==> src/scfp_pkg.sv <==
// Shared definitions for the sum-checked frame parser.
// Holds field widths, frame marker bytes, event codes and register map.
// No dependencies.
`default_nettype none

package scfp_pkg;

    // Field widths
    localparam int unsigned BYTE_W  = 8;
    localparam int unsigned EVENT_W = 3;
    localparam int unsigned APB_DW  = 32;
    localparam int unsigned APB_AW  = 3;

    // Frame marker bytes
    localparam logic [BYTE_W-1:0] HDR1_BYTE = 8'h53;
    localparam logic [BYTE_W-1:0] HDR2_BYTE = 8'h59;
    localparam logic [BYTE_W-1:0] TAIL1_BYTE = 8'h54;
    localparam logic [BYTE_W-1:0] TAIL2_BYTE = 8'h43;
    localparam logic [BYTE_W-1:0] LENH_BYTE = 8'h00;

    // Register reset values
    localparam logic [BYTE_W-1:0] MAX_LEN_RESET = 8'hff;

    // Register map (byte addresses)
    localparam logic [APB_AW-1:0] ADDR_MAX_LEN = 3'd0;

    // Result event codes
    typedef enum logic [EVENT_W-1:0] {
        EV_NONE      = 3'd0,
        EV_PAYLOAD   = 3'd1,
        EV_FRAME     = 3'd2,
        EV_SUM_ERR   = 3'd3,
        EV_LEN_ERR   = 3'd4,
        EV_FRAME_ERR = 3'd5
    } t_event;

endpackage

`default_nettype wire

==> src/sum_checked_frame_parser.sv <==
// Byte-serial frame parser with 8-bit sum check; one result word per byte.
// Depends on scfp_pkg for widths, marker bytes, event codes and register map.
//
// Usage:
//   Input channel (i_rx_valid / o_rx_stall / i_rx_byte) takes one received
//   byte per word. Output channel (o_res_valid / i_res_stall / result fields)
//   returns one word per byte: an event code, the current frame's control,
//   command and length, and the payload byte with its position.
//   A byte accepted at an edge shows its result at the outputs right after
//   that edge. Throughput is one byte per cycle unless the receiver stalls;
//   the frame state and the result register update together at the accept edge.
//   The result register forms the output stage: while it holds a word the
//   receiver stalls, o_rx_stall is raised so no new byte enters; once the
//   word is taken a new byte is accepted in the same cycle.
//   The APB port holds max_len at address 0 (reset 255); write it only while
//   the parser is idle.
//   Reset (i_rst_n low, synchronous) empties the output stage, sets the
//   parser to wait for the first header byte and clears the frame fields.
`default_nettype none

module sum_checked_frame_parser (
    input  wire logic                            i_clk,
    input  wire logic                            i_rst_n,
    // APB configuration port
    input  wire logic                            psel,
    input  wire logic                            penable,
    input  wire logic                            pwrite,
    input  wire logic [scfp_pkg::APB_AW-1:0]     paddr,
    input  wire logic [scfp_pkg::APB_DW-1:0]     pwdata,
    output logic      [scfp_pkg::APB_DW-1:0]     prdata,
    output logic                                 pready,
    // Input byte channel
    input  wire logic                            i_rx_valid,
    output logic                                 o_rx_stall,
    input  wire logic [scfp_pkg::BYTE_W-1:0]     i_rx_byte,
    // Result channel
    output logic                                 o_res_valid,
    input  wire logic                            i_res_stall,
    output logic      [scfp_pkg::EVENT_W-1:0]    o_event_res,
    output logic      [scfp_pkg::BYTE_W-1:0]     o_control_code,
    output logic      [scfp_pkg::BYTE_W-1:0]     o_command_code,
    output logic      [scfp_pkg::BYTE_W-1:0]     o_payload_len,
    output logic      [scfp_pkg::BYTE_W-1:0]     o_payload_byte,
    output logic      [scfp_pkg::BYTE_W-1:0]     o_payload_pos
);

    typedef enum logic [3:0] {
        PH_H1   = 4'd0,
        PH_H2   = 4'd1,
        PH_CON  = 4'd2,
        PH_CMD  = 4'd3,
        PH_LENH = 4'd4,
        PH_LENL = 4'd5,
        PH_DATA = 4'd6,
        PH_SUM  = 4'd7,
        PH_T1   = 4'd8,
        PH_T2   = 4'd9
    } t_phase;

    localparam int unsigned BW = scfp_pkg::BYTE_W;

    t_phase                      r_phase, n_phase;
    logic [BW-1:0]               r_sum, n_sum;
    logic [BW-1:0]               r_ctrl, n_ctrl;
    logic [BW-1:0]               r_cmd, n_cmd;
    logic [BW-1:0]               r_len, n_len;
    logic [BW-1:0]               r_pos, n_pos;
    logic [BW-1:0]               r_max_len;
    scfp_pkg::t_event            n_event;
    logic [BW-1:0]               n_pbyte, n_ppos;
    logic [BW-1:0]               pos_inc;

    logic                        r_res_valid;
    scfp_pkg::t_event            r_event;
    logic [BW-1:0]               r_pbyte, r_ppos;

    logic                        rx_accept;
    logic                        cfg_write;
    logic                        is_hdr1;
    t_phase                      resync_phase;
    logic [BW-1:0]               resync_sum;

    // Configuration register access
    assign pready    = 1'b1;
    assign cfg_write = psel && penable && pwrite && (paddr == scfp_pkg::ADDR_MAX_LEN);

    always_comb begin
        prdata = '0;
        if (paddr == scfp_pkg::ADDR_MAX_LEN) begin
            prdata = {{(scfp_pkg::APB_DW-BW){1'b0}}, r_max_len};
        end
    end

    always_ff @(posedge i_clk) begin
        if (!i_rst_n) begin
            r_max_len <= scfp_pkg::MAX_LEN_RESET;
        end else if (cfg_write) begin
            r_max_len <= pwdata[BW-1:0];
        end
    end

    // Take a byte whenever the output stage is empty or being drained
    assign o_rx_stall = r_res_valid && i_res_stall;
    assign rx_accept  = i_rx_valid && !o_rx_stall;

    // Resync target: an offending first-header byte opens a new frame
    assign is_hdr1      = (i_rx_byte == scfp_pkg::HDR1_BYTE);
    assign resync_phase = is_hdr1 ? PH_H2 : PH_H1;
    assign resync_sum   = is_hdr1 ? i_rx_byte : r_sum;
    assign pos_inc      = r_pos + 8'd1;

    // Decode one byte against the frame layout
    always_comb begin
        n_phase = r_phase;
        n_sum   = r_sum;
        n_ctrl  = r_ctrl;
        n_cmd   = r_cmd;
        n_len   = r_len;
        n_pos   = r_pos;
        n_event = scfp_pkg::EV_NONE;
        n_pbyte = '0;
        n_ppos  = '0;
        case (r_phase)
            PH_H2: begin
                if (i_rx_byte == scfp_pkg::HDR2_BYTE) begin
                    n_sum   = r_sum + i_rx_byte;
                    n_phase = PH_CON;
                end else begin
                    n_event = scfp_pkg::EV_FRAME_ERR;
                    n_phase = resync_phase;
                    n_sum   = resync_sum;
                end
            end
            PH_CON: begin
                n_ctrl  = i_rx_byte;
                n_sum   = r_sum + i_rx_byte;
                n_phase = PH_CMD;
            end
            PH_CMD: begin
                n_cmd   = i_rx_byte;
                n_sum   = r_sum + i_rx_byte;
                n_phase = PH_LENH;
            end
            PH_LENH: begin
                if (i_rx_byte != scfp_pkg::LENH_BYTE) begin
                    n_event = scfp_pkg::EV_LEN_ERR;
                    n_phase = resync_phase;
                    n_sum   = resync_sum;
                end else begin
                    n_len   = '0;
                    n_phase = PH_LENL;
                end
            end
            PH_LENL: begin
                if (i_rx_byte > r_max_len) begin
                    n_event = scfp_pkg::EV_LEN_ERR;
                    n_phase = resync_phase;
                    n_sum   = resync_sum;
                end else begin
                    n_len   = i_rx_byte;
                    n_sum   = r_sum + i_rx_byte;
                    n_pos   = '0;
                    n_phase = (i_rx_byte != '0) ? PH_DATA : PH_SUM;
                end
            end
            PH_DATA: begin
                n_event = scfp_pkg::EV_PAYLOAD;
                n_pbyte = i_rx_byte;
                n_ppos  = r_pos;
                n_sum   = r_sum + i_rx_byte;
                n_pos   = pos_inc;
                if (pos_inc >= r_len) begin
                    n_phase = PH_SUM;
                end
            end
            PH_SUM: begin
                if (i_rx_byte == r_sum) begin
                    n_phase = PH_T1;
                end else begin
                    n_event = scfp_pkg::EV_SUM_ERR;
                    n_phase = resync_phase;
                    n_sum   = resync_sum;
                end
            end
            PH_T1: begin
                if (i_rx_byte == scfp_pkg::TAIL1_BYTE) begin
                    n_phase = PH_T2;
                end else begin
                    n_event = scfp_pkg::EV_FRAME_ERR;
                    n_phase = resync_phase;
                    n_sum   = resync_sum;
                end
            end
            PH_T2: begin
                if (i_rx_byte == scfp_pkg::TAIL2_BYTE) begin
                    n_event = scfp_pkg::EV_FRAME;
                    n_phase = PH_H1;
                end else begin
                    n_event = scfp_pkg::EV_FRAME_ERR;
                    n_phase = resync_phase;
                    n_sum   = resync_sum;
                end
            end
            default: begin
                // Wait for the first header byte
                n_phase = resync_phase;
                n_sum   = resync_sum;
            end
        endcase
    end

    // Hold frame state and the result register
    always_ff @(posedge i_clk) begin
        if (!i_rst_n) begin
            r_phase     <= PH_H1;
            r_sum       <= '0;
            r_ctrl      <= '0;
            r_cmd       <= '0;
            r_len       <= '0;
            r_pos       <= '0;
            r_res_valid <= 1'b0;
        end else begin
            if (rx_accept) begin
                r_phase     <= n_phase;
                r_sum       <= n_sum;
                r_ctrl      <= n_ctrl;
                r_cmd       <= n_cmd;
                r_len       <= n_len;
                r_pos       <= n_pos;
                r_res_valid <= 1'b1;
            end else if (!i_res_stall) begin
                r_res_valid <= 1'b0;
            end
        end
    end

    // Load the per-byte result payload
    always_ff @(posedge i_clk) begin
        if (rx_accept) begin
            r_event <= n_event;
            r_pbyte <= n_pbyte;
            r_ppos  <= n_ppos;
        end
    end

    assign o_res_valid    = r_res_valid;
    assign o_event_res    = r_event;
    assign o_control_code = r_ctrl;
    assign o_command_code = r_cmd;
    assign o_payload_len  = r_len;
    assign o_payload_byte = r_pbyte;
    assign o_payload_pos  = r_ppos;

endmodule

`default_nettype wire

==> config.mk <==
export PLATFORM = sky130hd
export DESIGN_NAME = sum_checked_frame_parser
export DESIGN_NICKNAME = d
export VERILOG_FILES = /design/src/scfp_pkg.sv /design/src/sum_checked_frame_parser.sv
export SDC_FILE = /design/constraint.sdc
export NUM_CORES = 1
export LEC_CHECK = 0
export ABC_AREA = 1
export BUFFER_PORTS_ARGS = -buffer_cell sky130_fd_sc_hd__buf_2
export CAP_MARGIN = 40
export CORE_MARGIN = 2
export CORE_UTILIZATION = 40
export CTS_BUF_LIST = sky130_fd_sc_hd__clkbuf_2 sky130_fd_sc_hd__clkbuf_4 sky130_fd_sc_hd__clkbuf_8
export CTS_CLUSTER_DIAMETER = 100
export DETAILED_ROUTE_END_ITERATION = 7
export MAX_ROUTING_LAYER = met4
export SYNTH_ARGS = -nofsm -noshare
export SYNTH_HDL_FRONTEND = slang
export SYNTH_SLANG_ARGS = --single-unit
==> constraint.sdc <==
create_clock -name i_clk -period 4.25 [get_ports i_clk]
set_input_delay 0.85 -clock i_clk [delete_from_list [all_inputs] [get_ports i_clk]]
set_output_delay 0.85 -clock i_clk [all_outputs]
set_load 0.02 [all_outputs]
==> impl_metrics.py <==
metrics = {
    "floorplanning": {
        "start_util": 0.4071,
        "io_pins": 128,
        "die_x_um": 108.6,
        "die_h_um": 108.6,
        "die_area_um2": 11790,
        "core_area_um2": 10750,
        "row_count": 38,
    },
    "grt": {
        "antenna_found_initial": 0,
        "grt_pass1_wl_um": 16780,
        "gr-usage-all-layers": 0.1910,
        "grt.overflow.total": 0,
        "grt_pass1_vias": 3522,
        "grt_max_degree": 29,
    },
    "synthesis": {
        "synth_area_um2": 4374,
        "yosys_most_used_dff": "dfxtp_1",
        "synth_edf_count": 19,
        "ys_seq_area_frac": 0.3730,
        "synth-seq-cells": 72,
        "synth_top_area_cell": "dfxtp_1",
        "synth_top_area_share": 0.2426,
        "synth_area_leaders": "dfxtp_1 (24%), edfxtp_1 (13%), nand2_1 (7.5%), inv_1 (7.0%), ha_1 (6.9%)",
        "synthCells": 574,
        "async_flop_share": 0,
        "ys_types": 44,
        "ys.warnings.count": 0,
        "syn_area_per_cell_um2": 7.621,
    },
    "place": {
        "port_buffers": 78,
        "dp_hpwl_um": 7648,
        "place_worst_setup_slack_ns": 1.606,
        "gp_congestion": 0.8608,
    },
    "critical_path": {
        "critical-path-max-stage-delay_ns": 0.23,
        "crit_required_ns": 3.40,
        "cp.arrival_ns": 1.65,
        "endpoint_kind": "output pin",
        "timing.rr.end": "r_phase[0]",
        "slowest_stage": "nor3_1",
        "crit_chain": "buf_2 -> nor3_1 -> inv_1 -> nor2_1 -> buf_2",
        "crit_type": "in2out",
        "reg2regPathDepth": 15,
        "path_max_fanout": 8,
        "r2r_slack_ns": 1.78,
        "crit_top_cell": "buf_2",
        "cp-start-kind": "primary input",
        "r2r_start": "r_pos[0]",
    },
    "drt": {
        "vias": 3765,
        "avgViaCountPerCell": 4.742,
        "drt-initial-drc-count": 208,
        "firstDrtPassIters": 4,
        "detail_route.wl_per_cell_um": 12.90,
        "drc": 0,
        "ant_nets": 0,
        "routed_wl_um": 10240,
    },
    "clocking": {
        "postCtsResizedCells": 0,
        "cts_buffer_depth": 2,
        "cts_num_sinks": 72,
        "path_clk_slew_ns": 0.08,
        "post_cts_buffers": 0,
        "ctsHoldBuffers": 0,
        "numCtsBuffers": 9,
        "htreeDepth": 3,
        "cts-root-buf": "clkbuf_8",
        "clock_latency_ns": 0.36,
        "tritoncts": "built",
    },
    "worst_hold_path": {
        "hold_depth": 2,
        "holdPathEnd": "o_res_valid",
        "hp-start": "o_res_valid",
        "hold_class": "reg2reg",
    },
    "flow_run": {
        "drv_cap": 0,
    },
    "cells_and_area": {
        "diodes": 0,
        "areaGrowthSynthToFinish_pct": 12.64,
        "nets": 724,
        "mostFrequentLayoutCells": "nand2_1 (87), inv_1 (82), buf_2 (78)",
        "layout_commonest_cell": "nand2_1",
        "layout-drive-gt1-share": 0.2125,
    },
    "timing": {
        "slew_viol_final": 0,
        "rsz0062_at_grt": "false",
        "max_slew.worst_pin.slew_ns": 0.8106,
        "whs_ns": 0.4796,
        "relSlewSlack": 0.4583,
        "fin_ws_ns": 1.748,
        "fin_setup_tns_ns": 0,
        "hold_viol_final": 0,
        "fin_crit_sh": 0.5887,
        "skew_ns": 0.01223,
        "min_period_ns": 2.502,
        "setup_viol": 0,
        "max_freq_mhz": 399.7,
    },
    "pwr": {
        "leakage_nw": 2.554,
        "powerDensity_nw_per_um2": 314.1,
        "ir_worst_vdd_mv": 0.2430,
    },
    "status": {
        "outcome": "completed",
    },
}
[cell families after synthesis]
logic type      Yosys count  synth area share
simple gates            230            0.2546
buf+inv                 130            0.1445
compound gates          104            0.1310
flops                    72            0.3730
fa+ha+maj                25           0.07323
xor+xnor                 11           0.02202
other cells               2          0.001717
[registers in the layout, indices dropped and copies added, names as in the netlist]
name,cells
r_sum,8
o_control_code,8
o_event_res,3
o_payload_byte,8
r_max_len,8
o_command_code,8
o_payload_pos,8
o_payload_len,8
r_phase,4
r_pos,8
o_res_valid,1
[how the worst max path moves through the flow]
stage,slack (ns),cells past startpoint,end,start
after floorplan,1.90,3,prdata[0],paddr[1]
after global placement,1.64,14,r_phase[0],i_rx_byte[3]
after global routing,1.40,15,r_phase[0],r_pos[0]
after CTS,1.74,5,prdata[3],paddr[1]
after detailed placement,1.61,9,r_sum[4],i_res_stall
final,1.75,5,prdata[3],paddr[1]
[area by class of cell]
class / instances / area [um^2]
Fill cell: 1136 / 5818
Multi-Input combinational cell: 395 / 2197
Sequential cell: 72 / 1632
Timing Repair Buffer: 79 / 397.9
Inverter: 92 / 347.8
Tap cell: 140 / 175.2
Clock buffer: 11 / 145.1
Clock inverter: 5 / 32.53
[layer usage]
layer,vias up,part of all wire,global-route usage
met5,-,0,-
met4,0,0.014,0.05220
met3,9,0.059,0.05184
met2,93,0.48,0.3237
met1,1714,0.45,0.2228
li1,1949,-,-
[where the power goes]
part / internal, W / switching, W
clock network: 0.000233 / 0.000270
logic: 0.0000945 / 0.000200
registers: 0.000732 / 0.0000183
[cells in the mapped netlist (3+ instances only)]
| cell type | number |
|---|---|
| inv_1 | 82 |
| nand4_1 | 9 |
| nor2_1 | 65 |
| o21ai_2 | 3 |
| inv_2 | 7 |
| nor2_4 | 4 |
| nor2_2 | 7 |
| nand2_2 | 4 |
| nand2_1 | 87 |
| nand3b_1 | 3 |
| nor3_1 | 6 |
| dfxtp_1 | 53 |
| nand3_2 | 4 |
| o21ai_0 | 37 |
| clkbuf_1 | 3 |
| edfxtp_1 | 19 |
| xor2_1 | 10 |
| nand3_1 | 30 |
| a21oi_1 | 54 |
| buf_4 | 28 |
| buf_6 | 3 |
| or2_2 | 4 |
| ha_1 | 24 |
| nand2_4 | 3 |
[per-stage QoR]
| step | total power (W) | std cells | util | area [um^2] |
|---|---|---|---|---|
| 2_1_floorplan | 0.001003 | 597 | - | 4461 |
| 6_report | 0.001548 | 794 | 0.4585 | 4927 |
| 5_1_grt | 0.001637 | 794 | 0.4585 | 4927 |
| 3_3_place_gp | 0.001056 | 778 | 0.4420 | 4750 |
| 4_1_cts | 0.001568 | 794 | 0.4585 | 4927 |
| 3_5_place_dp | 0.001060 | 778 | 0.4420 | 4750 |
[worst max-delay path: cells and delay by family]
kind / cells / cell delay (ns)
buffers and inverters: 3 / 0.44
AND/OR/NAND/NOR: 2 / 0.35
No activity file was read; power rests on OpenSTA's default activity.
